## src/hw/rtl/nsc_pkg.sv

```systemverilog
`default_nettype none

package nsc_pkg;

   localparam int MAX_LENGTH = 80;
   localparam int COUNT_WIDTH = 7;
   localparam logic [COUNT_WIDTH-1:0] TOO_LONG_LIMIT = COUNT_WIDTH'(MAX_LENGTH + 3);
   localparam logic [COUNT_WIDTH-1:0] COUNT_MAX = '1;

   localparam logic [7:0] CHAR_DOLLAR = 8'h24;
   localparam logic [7:0] CHAR_STAR = 8'h2A;
   localparam logic [7:0] CHAR_LF = 8'h0A;
   localparam logic [7:0] CHAR_CR = 8'h0D;
   localparam logic [7:0] CHAR_NUL = 8'h00;
   localparam logic [7:0] PRINT_LOW = 8'h20;
   localparam logic [7:0] PRINT_HIGH = 8'h7E;

   typedef enum logic [2:0] {
      PH_DOLLAR,
      PH_BODY,
      PH_HEX_HI,
      PH_HEX_LO,
      PH_TRAIL,
      PH_CR,
      PH_DONE,
      PH_STOP
   } phase_type;

   typedef enum logic [2:0] {
      ERR_OK,
      ERR_TOO_LONG,
      ERR_NO_DOLLAR,
      ERR_BAD_HEX,
      ERR_MISMATCH,
      ERR_NO_SUM,
      ERR_TRAILER
   } err_type;

   // Bit 4 set means the character is not a hex digit.
   function automatic logic [4:0] hex_digit(input logic [7:0] b);
      logic [4:0] r;
      if (b >= 8'h30 && b <= 8'h39) begin
         r = {1'b0, 4'(b - 8'h30)};
      end else if (b >= 8'h41 && b <= 8'h46) begin
         r = {1'b0, 4'(b - 8'h37)};
      end else if (b >= 8'h61 && b <= 8'h66) begin
         r = {1'b0, 4'(b - 8'h57)};
      end else begin
         r = 5'h10;
      end
      return r;
   endfunction

endpackage

`default_nettype wire

```

## src/hw/rtl/nsc_channels.sv

```systemverilog
`default_nettype none

interface nsc_req_if;
   logic       valid;
   logic       ready;
   logic [7:0] data_byte;
   logic       is_end;

   modport source (output valid, output data_byte, output is_end, input ready);
   modport sink (input valid, input data_byte, input is_end, output ready);
endinterface

interface nsc_rsp_if;
   logic       valid;
   logic       ready;
   logic       valid_res;
   logic [2:0] error_code;
   logic [7:0] computed_sum;
   logic       had_checksum;

   modport source (output valid, output valid_res, output error_code,
                   output computed_sum, output had_checksum, input ready);
   modport sink (input valid, input valid_res, input error_code,
                 input computed_sum, input had_checksum, output ready);
endinterface

`default_nettype wire

```

## src/hw/rtl/nmea_sentence_check.sv

```systemverilog
// Channel    Direction  Payload                                          Transfer
// req_chan   in         data_byte[7:0], is_end                           valid & ready
// rsp_chan   out        valid_res, error_code[2:0], computed_sum[7:0],   valid & ready
//                       had_checksum
// csr        in         csr_write_data (strict mode)                     csr_write_en
//
// One byte is taken per cycle, except that a byte that closes a sentence waits
// for a free result. A byte passes an input register, then the sentence state
// updates; an end item, as it leaves the input register, loads its verdict into
// the result register. Synchronous reset clears all sentence state and strict
// mode. A stalled result holds only end items and NUL bytes; plain bytes keep flowing while the result waits.
`default_nettype none

module nmea_sentence_check (
   input  wire logic      clock,
   input  wire logic      reset,
   nsc_req_if.sink        req_chan,
   nsc_rsp_if.source      rsp_chan,
   input  wire logic      csr_write_en,
   input  wire logic      csr_write_data
);

   logic                 strict_ff;
   logic                 in_valid_ff, in_valid_in;
   logic [7:0]           in_byte_ff;
   logic                 in_end_ff;

   nsc_pkg::phase_type   phase_ff, phase_in;
   nsc_pkg::err_type     error_ff, error_in;
   logic [7:0]           xor_ff, xor_in;
   logic [3:0]           nibble_ff, nibble_in;
   logic [nsc_pkg::COUNT_WIDTH-1:0] count_ff, count_in;
   logic                 seen_ff, seen_in;

   logic                 rsp_valid_ff, rsp_valid_in;
   logic                 res_ok_ff;
   logic [2:0]           res_code_ff;
   logic [7:0]           res_sum_ff;
   logic                 res_seen_ff;

   logic                 close;
   logic                 advance;
   logic                 rsp_free;
   logic [4:0]           hex;
   nsc_pkg::err_type     verdict;

   assign close    = in_end_ff || (in_byte_ff == nsc_pkg::CHAR_NUL);
   assign rsp_free = !rsp_valid_ff || rsp_chan.ready;
   assign advance  = in_valid_ff && (!close || rsp_free);
   assign req_chan.ready = !in_valid_ff || advance;
   assign hex = nsc_pkg::hex_digit(in_byte_ff);

   always_comb begin
      in_valid_in = in_valid_ff;
      if (req_chan.ready) begin
         in_valid_in = req_chan.valid;
      end
   end

   // Next sentence state.
   always_comb begin
      phase_in  = phase_ff;
      error_in  = error_ff;
      xor_in    = xor_ff;
      nibble_in = nibble_ff;
      count_in  = count_ff;
      seen_in   = seen_ff;
      if (advance) begin
         if (close) begin
            phase_in  = nsc_pkg::PH_DOLLAR;
            error_in  = nsc_pkg::ERR_OK;
            xor_in    = '0;
            nibble_in = '0;
            count_in  = '0;
            seen_in   = 1'b0;
         end else begin
            if (count_ff != nsc_pkg::COUNT_MAX) begin
               count_in = count_ff + 1'b1;
            end
            unique case (phase_ff)
               nsc_pkg::PH_DOLLAR: begin
                  if (in_byte_ff == nsc_pkg::CHAR_DOLLAR) begin
                     phase_in = nsc_pkg::PH_BODY;
                  end else begin
                     phase_in = nsc_pkg::PH_STOP;
                     error_in = nsc_pkg::ERR_NO_DOLLAR;
                  end
               end
               nsc_pkg::PH_BODY: begin
                  if (in_byte_ff == nsc_pkg::CHAR_STAR) begin
                     seen_in  = 1'b1;
                     phase_in = nsc_pkg::PH_HEX_HI;
                  end else if (in_byte_ff >= nsc_pkg::PRINT_LOW &&
                               in_byte_ff <= nsc_pkg::PRINT_HIGH) begin
                     xor_in = xor_ff ^ in_byte_ff;
                  end else if (strict_ff) begin
                     phase_in = nsc_pkg::PH_STOP;
                     error_in = nsc_pkg::ERR_NO_SUM;
                  end else if (in_byte_ff == nsc_pkg::CHAR_LF) begin
                     phase_in = nsc_pkg::PH_DONE;
                  end else if (in_byte_ff == nsc_pkg::CHAR_CR) begin
                     phase_in = nsc_pkg::PH_CR;
                  end else begin
                     phase_in = nsc_pkg::PH_STOP;
                     error_in = nsc_pkg::ERR_TRAILER;
                  end
               end
               nsc_pkg::PH_HEX_HI: begin
                  if (hex[4]) begin
                     phase_in = nsc_pkg::PH_STOP;
                     error_in = nsc_pkg::ERR_BAD_HEX;
                  end else begin
                     nibble_in = hex[3:0];
                     phase_in  = nsc_pkg::PH_HEX_LO;
                  end
               end
               nsc_pkg::PH_HEX_LO: begin
                  if (hex[4]) begin
                     phase_in = nsc_pkg::PH_STOP;
                     error_in = nsc_pkg::ERR_BAD_HEX;
                  end else if ({nibble_ff, hex[3:0]} != xor_ff) begin
                     phase_in = nsc_pkg::PH_STOP;
                     error_in = nsc_pkg::ERR_MISMATCH;
                  end else begin
                     phase_in = nsc_pkg::PH_TRAIL;
                  end
               end
               nsc_pkg::PH_TRAIL: begin
                  if (in_byte_ff == nsc_pkg::CHAR_LF) begin
                     phase_in = nsc_pkg::PH_DONE;
                  end else if (in_byte_ff == nsc_pkg::CHAR_CR) begin
                     phase_in = nsc_pkg::PH_CR;
                  end else begin
                     phase_in = nsc_pkg::PH_STOP;
                     error_in = nsc_pkg::ERR_TRAILER;
                  end
               end
               nsc_pkg::PH_CR: begin
                  if (in_byte_ff == nsc_pkg::CHAR_LF) begin
                     phase_in = nsc_pkg::PH_DONE;
                  end else begin
                     phase_in = nsc_pkg::PH_STOP;
                     error_in = nsc_pkg::ERR_TRAILER;
                  end
               end
               nsc_pkg::PH_DONE: begin
                  phase_in = nsc_pkg::PH_STOP;
                  error_in = nsc_pkg::ERR_TRAILER;
               end
               nsc_pkg::PH_STOP: begin
                  phase_in = nsc_pkg::PH_STOP;
               end
               default: begin
                  phase_in = nsc_pkg::PH_STOP;
               end
            endcase
         end
      end
   end

   // Verdict for the sentence as it stands; too_long overrides everything.
   always_comb begin
      verdict = error_ff;
      if (error_ff == nsc_pkg::ERR_OK) begin
         unique case (phase_ff)
            nsc_pkg::PH_DOLLAR: verdict = nsc_pkg::ERR_NO_DOLLAR;
            nsc_pkg::PH_BODY:   verdict = strict_ff ? nsc_pkg::ERR_NO_SUM : nsc_pkg::ERR_OK;
            nsc_pkg::PH_HEX_HI,
            nsc_pkg::PH_HEX_LO: verdict = nsc_pkg::ERR_BAD_HEX;
            nsc_pkg::PH_CR:     verdict = nsc_pkg::ERR_TRAILER;
            default:            verdict = nsc_pkg::ERR_OK;
         endcase
      end
      if (count_ff > nsc_pkg::TOO_LONG_LIMIT) begin
         verdict = nsc_pkg::ERR_TOO_LONG;
      end
   end

   always_comb begin
      rsp_valid_in = rsp_valid_ff;
      if (rsp_free) begin
         rsp_valid_in = advance && close;
      end
   end

   always_ff @(posedge clock) begin
      if (reset) begin
         strict_ff    <= 1'b0;
         in_valid_ff  <= 1'b0;
         phase_ff     <= nsc_pkg::PH_DOLLAR;
         error_ff     <= nsc_pkg::ERR_OK;
         xor_ff       <= '0;
         nibble_ff    <= '0;
         count_ff     <= '0;
         seen_ff      <= 1'b0;
         rsp_valid_ff <= 1'b0;
      end else begin
         if (csr_write_en) begin
            strict_ff <= csr_write_data;
         end
         in_valid_ff  <= in_valid_in;
         phase_ff     <= phase_in;
         error_ff     <= error_in;
         xor_ff       <= xor_in;
         nibble_ff    <= nibble_in;
         count_ff     <= count_in;
         seen_ff      <= seen_in;
         rsp_valid_ff <= rsp_valid_in;
      end
   end

   always_ff @(posedge clock) begin
      if (req_chan.ready) begin
         in_byte_ff <= req_chan.data_byte;
         in_end_ff  <= req_chan.is_end;
      end
      if (advance && close) begin
         res_ok_ff   <= (verdict == nsc_pkg::ERR_OK);
         res_code_ff <= verdict;
         res_sum_ff  <= xor_ff;
         res_seen_ff <= seen_ff;
      end
   end

   assign rsp_chan.valid        = rsp_valid_ff;
   assign rsp_chan.valid_res    = res_ok_ff;
   assign rsp_chan.error_code   = res_code_ff;
   assign rsp_chan.computed_sum = res_sum_ff;
   assign rsp_chan.had_checksum = res_seen_ff;

endmodule

`default_nettype wire
```

## src/flat_wrapper.sv

```systemverilog
// flat-port wrapper written by rule: the top's interface ports become plain ports
module nmea_sentence_check_flat 
  (clock, reset, csr_write_en, csr_write_data, req_chan_valid, req_chan_data_byte, req_chan_is_end, req_chan_ready, rsp_chan_valid, rsp_chan_valid_res, rsp_chan_error_code, rsp_chan_computed_sum, rsp_chan_had_checksum, rsp_chan_ready);
  nsc_req_if req_chan_i ();
  nsc_rsp_if rsp_chan_i ();
  input  wire logic clock;
  input  wire logic reset;
  input  wire logic csr_write_en;
  input  wire logic csr_write_data;
  input wire logic [$bits(req_chan_i.valid)-1:0] req_chan_valid;
  input wire logic [$bits(req_chan_i.data_byte)-1:0] req_chan_data_byte;
  input wire logic [$bits(req_chan_i.is_end)-1:0] req_chan_is_end;
  output wire logic [$bits(req_chan_i.ready)-1:0] req_chan_ready;
  output wire logic [$bits(rsp_chan_i.valid)-1:0] rsp_chan_valid;
  output wire logic [$bits(rsp_chan_i.valid_res)-1:0] rsp_chan_valid_res;
  output wire logic [$bits(rsp_chan_i.error_code)-1:0] rsp_chan_error_code;
  output wire logic [$bits(rsp_chan_i.computed_sum)-1:0] rsp_chan_computed_sum;
  output wire logic [$bits(rsp_chan_i.had_checksum)-1:0] rsp_chan_had_checksum;
  input wire logic [$bits(rsp_chan_i.ready)-1:0] rsp_chan_ready;
  assign req_chan_i.valid = req_chan_valid;
  assign req_chan_i.data_byte = req_chan_data_byte;
  assign req_chan_i.is_end = req_chan_is_end;
  assign req_chan_ready = req_chan_i.ready;
  assign rsp_chan_valid = rsp_chan_i.valid;
  assign rsp_chan_valid_res = rsp_chan_i.valid_res;
  assign rsp_chan_error_code = rsp_chan_i.error_code;
  assign rsp_chan_computed_sum = rsp_chan_i.computed_sum;
  assign rsp_chan_had_checksum = rsp_chan_i.had_checksum;
  assign rsp_chan_i.ready = rsp_chan_ready;
  nmea_sentence_check u_core (.clock(clock), .reset(reset), .req_chan(req_chan_i), .rsp_chan(rsp_chan_i), .csr_write_en(csr_write_en), .csr_write_data(csr_write_data));
endmodule
```

## config.mk

```make
export PLATFORM = sky130hd
export DESIGN_NAME = nmea_sentence_check_flat
export DESIGN_NICKNAME = d
export VERILOG_FILES = /design/src/hw/rtl/nsc_pkg.sv /design/src/hw/rtl/nsc_channels.sv /design/src/hw/rtl/nmea_sentence_check.sv /design/src/flat_wrapper.sv
export SDC_FILE = /design/constraint.sdc
export NUM_CORES = 1
export LEC_CHECK = 0
export ABC_CLOCK_PERIOD_IN_PS = 3060
export BUFFER_PORTS_ARGS = -buffer_cell sky130_fd_sc_hd__clkbuf_2
export CORE_MARGIN = 4
export CORE_UTILIZATION = 30
export DETAILED_ROUTE_END_ITERATION = 16
export PLACE_DENSITY = 0.5
export SLEW_MARGIN = 20
export SYNTH_ARGS = -nofsm -noshare
export SYNTH_HDL_FRONTEND = slang
export SYNTH_SLANG_ARGS = --single-unit
export TNS_END_PERCENT = 5
```

## constraint.sdc

```tcl
create_clock -name clock -period 3.06 [get_ports clock]
set_input_delay 0.459 -clock clock [delete_from_list [all_inputs] [get_ports clock]]
set_output_delay 0.459 -clock clock [all_outputs]
set_load 0.01 [all_outputs]
```

==> results_dict.tcl, run 1 <==
set metrics [dict create \
    clkLatencyLatePin_ns 0.31 \
    die_height_microns 104 \
    power_density_nw_per_um2 426 \
    ant_nets 0 \
    fillers 917 \
    finalCritPeriodShare 0.925 \
    ys.warnings.count 0 \
    gr-usage-all-layers 0.136 \
    die_area_sq_um 10700 \
    cts_resized 0 \
    fmax_mhz 353 \
    initial_core_util 0.311 \
    path_clk_slew_ns 0.10 \
    start_kind "flop" \
    setup_ws_ns 0.228 \
    r2r-end "u_core.error_ff[2]$_SDFFE_PP0P_" \
    synthMuxAreaShare 0.0109 \
    cts-hold-fix-buffers 0 \
    cp.arrival_ns 2.37 \
    drive_above_1_share 0.180 \
    vias 2371 \
    crit_start "u_core.in_byte_ff[6]$_DFFE_PP_" \
    register_area_sq_um 1240 \
    synth_compound_area_frac 0.194 \
    grt_max_degree 17 \
    grt_pass1_vias 2273 \
    cts_setup_buffers 0 \
    peakVddDrop_uv 189 \
    core_area_sq_um 8810 \
    synth-main-ff-cell "dfxtp_1" \
    clock-skew-final_ns 0.00469 \
    diodes 0 \
    end_kind "output port" \
    cts_max_level 2 \
    clockBufferDepth 2 \
    gp_congestion 0.899 \
    pin_count 30 \
    cts_tree "done" \
    via_per_inst 5.25 \
    synthArstFlopShare 0 \
    cts_buffers 5 \
    ys_top_cells_by_count "nor2_1 (44), dfxtp_1 (29), a21oi_1 (27), nand2_1 (27), edfxtp_1 (22)" \
    routed_wl_microns 7290 \
    synth_top_area_cell "edfxtp_1" \
    io_buffers 29 \
    synth_top_area_share 0.241 \
    status "completed" \
    tightestPinTransition_ns 0.756 \
    max-slew-margin-rel 0.492 \
    finalSetupViolCount 0 \
    wl_per_cell_microns 16.1 \
    root_buffer "clkbuf_8" \
    drc 0 \
    synth_xor_area_frac 0.0543 \
    syn_to_final_growth_pct 15.8 \
    hold_path_class "primary input to flop" \
    max_cap_violations 0 \
    netlist-cell-type-count 56 \
    yosysMostFrequentCell "nor2_1" \
    syn_avg_cell_area_sq_um 8.99 \
    hpwl_microns 5400 \
    rsz0062_at_grt "false" \
    drt_pre_antenna_iters 4 \
    synth_area_leaders "edfxtp_1 (24%), dfxtp_1 (21%), nor2_1 (6.0%), a21oi_1 (4.9%), nand2_1 (3.7%)" \
    cp-endpoint "req_chan_ready" \
    hold_viol 0 \
    fin_nets 364 \
    syn_nets 326 \
    pre_cts_slack_ns 0.328 \
    synth_cells 305 \
    required_ns 2.60 \
    cellLeakagePower_nw 1.19 \
    grt_pass1_wl_microns 11900 \
    final.setup.tns_ns 0 \
    syn-cell-area_sq_um 2740 \
    period_minus_slack_ns 2.83 \
    finalMaxSlewViolations 0 \
    clock-sinks 51 \
    synthAdderAreaFrac 0.0274 \
    r2r-start "u_core.in_byte_ff[1]$_DFFE_PP_" \
    synth_edf_count 22 \
    first_iter_violations 173 \
    yosys.area_share.simple 0.226 \
    yosysSeqAreaShare 0.453 \
    yosys_register_bits 51 \
    num_rows 34 \
    die_width_microns 104 \
    critPathKind "flop to output port" \
    path_max_fanout 7 \
    reg2reg_depth 9 \
    multiInputGateArea_sq_um 1410 \
    hold_path_depth 1 \
    synth_top_family_by_area "simple AND/OR/NAND/NOR gates" \
    antenna_found_initial 0 \
    grt.overflow.total 0 \
    reg2reg_slack_ns 0.27 \
]
-- cell families after synthesis --
logic type	Yosys count
and+or+nand+nor	125
AOI/OAI and AO/OA	78
muxes	3
DFF	51
xor gates and xnor gates	17
adders and majority gates	6
buffers and inverters	25
-- layer usage --
| layer | up-vias | track usage | routed length, microns |
|---|---|---|---|
| met5 | - | 0 | 0 |
| met1 | 1125 | 0.186 | 3600 |
| met4 | 0 | 0.0465 | 125 |
| met3 | 12 | 0.0274 | 269 |
| li1 | 1183 | - | - |
| met2 | 51 | 0.213 | 3290 |
-- registers in the layout, indices dropped and copies added, names as in the netlist --
name,flops
u_core.rsp_chan.valid_res,1
u_core.rsp_chan.had_checksum,1
u_core.rsp_chan.error_code,3
u_core.in_valid_ff,1
u_core.rsp_chan.computed_sum,8
u_core.xor_ff,8
u_core.strict_ff,1
u_core.in_end_ff,1
u_core.count_ff,7
u_core.phase_ff,3
u_core.error_ff,3
u_core.nibble_ff,4
u_core.seen_ff,1
u_core.in_byte_ff,8
u_core.rsp_chan.valid,1
-- placed cells by master, fill, tap and decap left out, drive strengths merged, types with 3 or more instances in the layout --
cell type / n
a21o: 4
nand2b: 7
nor2: 44
dfxtp: 29
nand3: 5
mux2i: 3
inv: 13
xnor2: 7
a2bb2oi: 3
clkbuf: 36
o22ai: 3
o21ai: 13
a21oi: 28
nor4: 5
nand2: 27
buf: 14
or2: 3
ha: 6
xor2: 10
edfxtp: 22
a2111oi: 3
nand4: 7
nor3: 9
nor2b: 4
-- worst max-delay path: stages (launching register included) --
cell and delay, ns:
edfxtp_1 0.49, nor3_1 0.66, a41o_1 0.35, nand2_1 0.09, or2_2 0.32, clkbuf_2 0.14
-- worst min-delay path by stage --
stage | endpoint | slack, ns | from
after floorplan | u_core.rsp_chan.had_checksum$_DFFE_PP_ | 0.41 | u_core.seen_ff$_SDFFE_PP0P_
after global placement | u_core.rsp_chan.had_checksum$_DFFE_PP_ | 0.43 | u_core.seen_ff$_SDFFE_PP0P_
after detailed placement | u_core.rsp_chan.had_checksum$_DFFE_PP_ | 0.44 | u_core.seen_ff$_SDFFE_PP0P_
after CTS | u_core.in_byte_ff[2]$_DFFE_PP_ | 0.32 | req_chan_data_byte[2]
after global routing | u_core.in_byte_ff[0]$_DFFE_PP_ | 0.31 | req_chan_data_byte[0]
final | u_core.in_byte_ff[0]$_DFFE_PP_ | 0.32 | req_chan_data_byte[0]
-- cell type report --
cell class                      instances  share of cell area
Sequential cell                        51               0.391
Timing Repair Buffer                   43              0.0788
Clock buffer                            7              0.0272
Inverter                               13              0.0154
Multi-Input combinational cell        229               0.443
Tap cell                              108              0.0425
Clock inverter                          1             0.00276
-- power breakdown --
part | leakage (nW) | internal (mW) | total, mW | switching [mW]
logic | 0.688 | 0.0701 | 0.173 | 0.103
clock network | 0.0484 | 0.186 | 0.422 | 0.236
registers | 0.456 | 0.732 | 0.757 | 0.0253
-- metrics by stage --
stage / instance area, sq um / hold slack (ns) / total power [mW] / cells / utilization
after floorplan: 2740 / 0.409 / 0.881 / 305 / -
final: 3180 / 0.320 / 1.35 / 452 / 0.361
after detailed placement: 3080 / 0.435 / 0.945 / 444 / 0.350
after global routing: 3180 / 0.310 / 1.42 / 452 / 0.361
after global placement: 3080 / 0.433 / 0.945 / 444 / 0.350
after CTS: 3180 / 0.315 / 1.36 / 452 / 0.361
Power figures use the tool's default switching activity.
==> inputs of run 2 (changes only) <==
ABC_CLOCK_PERIOD_IN_PS = 2580   (was 3060)
CORE_UTILIZATION = 53   (was 30)
PLACE_DENSITY = 0.8   (was 0.5)
clock period = 2.58 ns   (was 3.06 ns; I/O delays follow)
==> run 2 against run 1 <==
  * Register-to-register slack worse by 0.37 ns
  * Global-route usage rose by 8.5 points
  * Flip-flop and latch count unchanged
  * First-iteration DRC count grew 34%
  * Critical path type is now flop to flop
  * Non-clock buffer count rose by 20
  * Critical endpoint is now u_core.phase_ff[0]$_SDFFE_PP0P_
  * Worst setup slack got worse by 0.33 ns
  * Largest cell class unchanged
  * Routed wire length decreased by 9.6%
  * Count of clock-buffer cells in the layout is 2 lower
  * Critical path depth grew 2
  * The run now ends with setup timing left
  * Sequential share of layout area decreased by 2.0 points
  * Die area decreased by 40%
  * Final area up 5.4%
==> results_dict.tcl, run 2 (same netlist as run 1, synthesis figures left out) <==
set metrics [dict create \
    setup_ws_ns -0.103 \
    fin_nets 384 \
    finalMaxSlewViolations 0 \
    core_area_sq_um 4880 \
    critPathKind "flop to flop" \
    ant_nets 0 \
    die_width_microns 79.9 \
    final_cell_area_sq_um 3350 \
    max_cap_violations 0 \
    hold_viol 0 \
    pin_count 30 \
    path_max_fanout 4 \
    p_int_mw 1.16 \
    drc 0 \
    cts-hold-fix-buffers 0 \
    start_kind "flop" \
    finalCritPeriodShare 1.04 \
    end_kind "flop" \
    power_mw 1.58 \
    grt.overflow.total 0 \
    swShare 0.264 \
    num_rows 25 \
    power_density_nw_per_um2 472 \
    period_minus_slack_ns 2.68 \
    clockBufferDepth 2 \
    violations "setup timing" \
    cellLeakagePower_nw 1.29 \
    io_buffers 29 \
    first_iter_violations 231 \
    wl_per_cell_microns 15.3 \
    syn_to_final_growth_pct 22.0 \
    dp_cells 421 \
    cts_buffers 5 \
    power_switching_mw 0.417 \
    die_height_microns 79.9 \
    antenna_found_initial 0 \
    drive_above_1_share 0.269 \
    fmax_mhz 373 \
    vias 2521 \
    required_ns 2.76 \
    seq_power_share 0.564 \
    peakVddDrop_uv 327 \
    cp.arrival_ns 2.86 \
    max_stage_delay_ns 0.55 \
    crit_path_cell_trace "or4b_4 -> a311o_4 -> buf_4 -> a221o_1 -> nor4_1 -> or2_2 -> a311oi_1" \
    fillers 369 \
    clkPwrFrac 0.281 \
    cp_num_buf_inv 1 \
    max-slew-margin-rel 0.643 \
    hold_path_class "primary input to flop" \
    status "complete, but fails checks" \
    grt_max_degree 17 \
    die_area_sq_um 6390 \
    drt_pre_antenna_iters 5 \
    clock-skew-final_ns 0.00475 \
    cts_tree "done" \
    placed_area_sq_um 3170 \
    clkLatencyLatePin_ns 0.31 \
    grt_pass1_wl_microns 11000 \
    hpwl_microns 4810 \
    via_per_inst 5.85 \
    path_clk_slew_ns 0.09 \
    initial_core_util 0.562 \
    root_buffer "clkbuf_8" \
    final_cell_mix "nor2_1 (44), buf_4 (33), clkbuf_2 (29), dfxtp_1 (29), nand2_1 (27)" \
    routed_wl_microns 6590 \
    slowest_stage "or4b_4" \
    tightestPinTransition_ns 0.530 \
    gr-usage-all-layers 0.221 \
    cts_max_level 2 \
    gp_congestion 0.936 \
    combinationalPowerShare 0.155 \
    clock-sinks 51 \
    grt_pass1_vias 2400 \
    mostFrequentLayoutCell "nor2_1" \
    crit_family "simple AND/OR/NAND/NOR gates" \
    finalSetupViolCount 5 \
    finalNonFillerCells 431 \
    rsz0062_at_grt "true" \
    diodes 0 \
]
-- run 2: cell count changes in the layout (fill, tap and decap cells not counted), moves of 2 or more --
| cell | before | now |
|---|---|---|
| buf_4 | 14 | 33 |
| clkinv_2 | 0 | 3 |
| ha_1 | 6 | 3 |
| ha_2 | 0 | 2 |
| inv_1 | 13 | 11 |
| inv_2 | 0 | 2 |
-- run 2: worst paths after layout --
| kind | from | end | slack [ns] | cells past startpoint |
|---|---|---|---|---|
| min reg2reg | u_core.seen_ff$_SDFFE_PP0P_ | u_core.rsp_chan.had_checksum$_DFFE_PP_ | 0.45 | 0 |
| max | u_core.in_byte_ff[3]$_DFFE_PP_ | u_core.phase_ff[0]$_SDFFE_PP0P_ | -0.10 | 7 |
| min | req_chan_data_byte[7] | u_core.in_byte_ff[7]$_DFFE_PP_ | 0.25 | 1 |
| max reg2reg | u_core.in_byte_ff[3]$_DFFE_PP_ | u_core.phase_ff[0]$_SDFFE_PP0P_ | -0.10 | 7 |
-- run 2: cell type report --
type                            count  area [sq um]  area share
Clock inverter                      3          15.0     0.00449
Sequential cell                    51          1240       0.371
Tap cell                           67          83.8      0.0250
Multi-Input combinational cell    229          1490       0.444
Inverter                           13          48.8      0.0146
Clock buffer                        5          68.8      0.0206
Timing Repair Buffer               63           404       0.121
-- run 2: what timing repair did --
item                       4_1_cts  5_1_grt
gates resized for setup          3       18
pin swaps                        0        6
setup buffers                    0        2
setup endpoints to repair        6        7
-- run 2: power groups by stage --
stage / registers (mW) / clock network, mW / logic [mW]
2_1_floorplan: 0.909 / 0 / 0.136
3_3_place_gp: 0.908 / 0 / 0.218
3_5_place_dp: 0.909 / 0 / 0.221
4_1_cts: 0.890 / 0.450 / 0.225
5_1_grt: 0.896 / 0.501 / 0.270
6_report: 0.891 / 0.444 / 0.245
-- run 2: through the flow --
stage,TNS [ns],utilization,setup slack [ns],hold WS (ns)
2_1_floorplan,-0.0992,-,-0.0619,0.409
3_3_place_gp,-0.117,0.649,-0.0676,0.422
3_5_place_dp,-0.112,0.649,-0.0592,0.426
4_1_cts,-0.0592,0.668,-0.0325,0.240
5_1_grt,-0.567,0.686,-0.133,0.227
6_report,-0.389,0.686,-0.103,0.247
-- run 2: routing by layer --
metal | track usage | vias up | wire length (microns)
met3 | 0.0485 | 9 | 513
met5 | 0 | - | 0
li1 | - | 1228 | -
met4 | 0.0929 | 0 | 111
met2 | 0.358 | 113 | 3120
met1 | 0.283 | 1171 | 2840
==> inputs of run 3 (changes only) <==
CORE_UTILIZATION = 55   (was 53)
CTS_BUF_LIST = sky130_fd_sc_hd__clkbuf_4   (was default)
PLACE_DENSITY = 0.82   (was 0.8)
==> run 3 against run 2 <==
  * Total power down 5.5%
  * Combinational power hardly changed
  * Largest cell class unchanged
  * Clock power fell by 21%
  * Via count decreased by 0.44%
  * The run still ends with setup timing left
==> results_dict.tcl, run 3 (same netlist as run 1, synthesis figures left out) <==
set metrics [dict create \
    status "complete, but fails checks" \
    violations "setup timing" \
    slowest_stage "or4b_4" \
    cp_num_buf_inv 1 \
    io_buffers 29 \
    fillers 372 \
    crit_path_cell_trace "or4b_4 -> a311o_4 -> buf_6 -> a221o_1 -> or4_4 -> a21oi_2 -> o22ai_1" \
    cp.arrival_ns 2.85 \
    crit_family "simple AND/OR/NAND/NOR gates" \
    max_stage_delay_ns 0.56 \
    finalNonFillerCells 434 \
    die_width_microns 78.6 \
    initial_core_util 0.573 \
    routed_wl_microns 6750 \
    period_minus_slack_ns 2.58 \
    start_kind "flop" \
    p_int_mw 1.09 \
    antenna_found_initial 0 \
    max-slew-margin-rel 0.674 \
    clock-sinks 51 \
    setup_ws_ns -0.00155 \
    cts_tree "done" \
    required_ns 2.85 \
    power_switching_mw 0.405 \
    cp_num_cells 7 \
    die_area_sq_um 6180 \
    core_area_sq_um 4790 \
    drive_above_1_share 0.270 \
    rsz0062_at_grt "true" \
    cts_buffers 5 \
    fmax_mhz 387 \
    cts_max_level 2 \
    clkLatencyLatePin_ns 0.37 \
    end_kind "flop" \
    diodes 0 \
    final_cell_mix "nor2_1 (43), buf_4 (35), clkbuf_2 (29), dfxtp_1 (29), nand2_1 (27)" \
    syn_to_final_growth_pct 22.6 \
    wl_per_cell_microns 15.6 \
    hold_path_depth 1 \
    mostFrequentLayoutCell "nor2_1" \
    seq_power_share 0.601 \
    die_height_microns 78.6 \
    root_buffer "clkbuf_4" \
    finalMaxSlewViolations 0 \
    final_util 0.703 \
    hpwl_microns 5090 \
    pin_count 30 \
    finalCritPeriodShare 1.00 \
    gp_congestion 0.943 \
    finalSetupViolCount 1 \
    reg2reg_depth 7 \
    vias 2510 \
    path_max_fanout 4 \
    hold_viol 0 \
    critPathKind "flop to flop" \
    fin_nets 387 \
    first_iter_violations 262 \
    path_clk_slew_ns 0.14 \
    grt_pass1_vias 2458 \
    power_density_nw_per_um2 444 \
    hold_ws_ns 0.182 \
    drt_pre_antenna_iters 5 \
    cellLeakagePower_nw 1.31 \
    final.setup.tns_ns -0.00155 \
    max_cap_violations 0 \
    clkPwrFrac 0.235 \
    peakVddDrop_uv 332 \
    reg2reg_slack_ns -0.002 \
    hold_path_class "primary input to flop" \
    grt_max_degree 17 \
    drc 0 \
    ant_nets 0 \
    num_rows 25 \
    tightestPinTransition_ns 0.483 \
    dp_cells 425 \
    clockBufferDepth 2 \
    grt.overflow.total 0 \
    grt_pass1_wl_microns 11200 \
    via_per_inst 5.78 \
    gr-usage-all-layers 0.229 \
    combinationalPowerShare 0.164 \
    swShare 0.271 \
    clock-skew-final_ns 0.0112 \
]
## run 3: changes by cell type in the layout (fill, tap and decap cells not counted), moves of 2 or more
cell	before	now
clkbuf_4	0	6
clkbuf_8	5	0
clkinv_2	3	0
buf_4	33	35
clkinv_1	0	2
ha_2	2	4
inv_1	11	13
inv_2	2	0
nor4_1	5	3
nor4_2	0	2
o21ai_0	12	10
o21ai_1	1	3
## run 3: routing by layer
metal | vias to the layer above | part of all wire | track usage
met2 | 85 | 0.48 | 0.383
met5 | - | 0 | 0
met3 | 18 | 0.050 | 0.0401
met1 | 1175 | 0.45 | 0.295
li1 | 1232 | - | -
met4 | 0 | 0.025 | 0.0822
## run 3: power groups by stage
stage	Clock (mW)	Combinational [mW]	Sequential [mW]
global route	0.401	0.267	0.902
global placement	0	0.219	0.912
detailed placement	0	0.223	0.914
finish	0.352	0.245	0.897
CTS	0.359	0.227	0.896
floorplan	0	0.136	0.909
## run 3: cell type report
class	count	area (sq um)	area share
flip-flops and latches	51	1240	0.369
well taps	67	83.8	0.0249
multi-input cells	229	1510	0.448
inverters	13	48.8	0.0145
clock buffers	6	45.0	0.0134
repair buffers	66	430	0.128
clock inverters	2	7.51	0.00223
## run 3: what timing repair did
| action | 4_1_cts | 5_1_grt |
|---|---|---|
| resized for setup | 4 | 20 |
| hold buffers | 0 | 0 |
| pin swaps | 2 | 7 |
| endpoints found under the setup margin | 4 | 7 |
| buffers inserted | 0 | 1 |
## run 3: through the flow
step	area, sq um	power [mW]	setup slack (ns)
floorplan	2740	1.05	-0.0619
global placement	3200	1.13	-0.00330
detailed placement	3200	1.14	-0.0244
CTS	3260	1.48	-0.0166
global route	3360	1.57	-0.0689
finish	3360	1.49	-0.00155
## run 3: final timing paths
path	from	end
setup / recovery	u_core.in_byte_ff[4]$_DFFE_PP_	u_core.error_ff[2]$_SDFFE_PP0P_
hold / removal	req_chan_is_end	u_core.in_end_ff$_DFFE_PP_
setup reg to reg	u_core.in_byte_ff[4]$_DFFE_PP_	u_core.error_ff[2]$_SDFFE_PP0P_
hold reg to reg	u_core.seen_ff$_SDFFE_PP0P_	u_core.rsp_chan.had_checksum$_DFFE_PP_
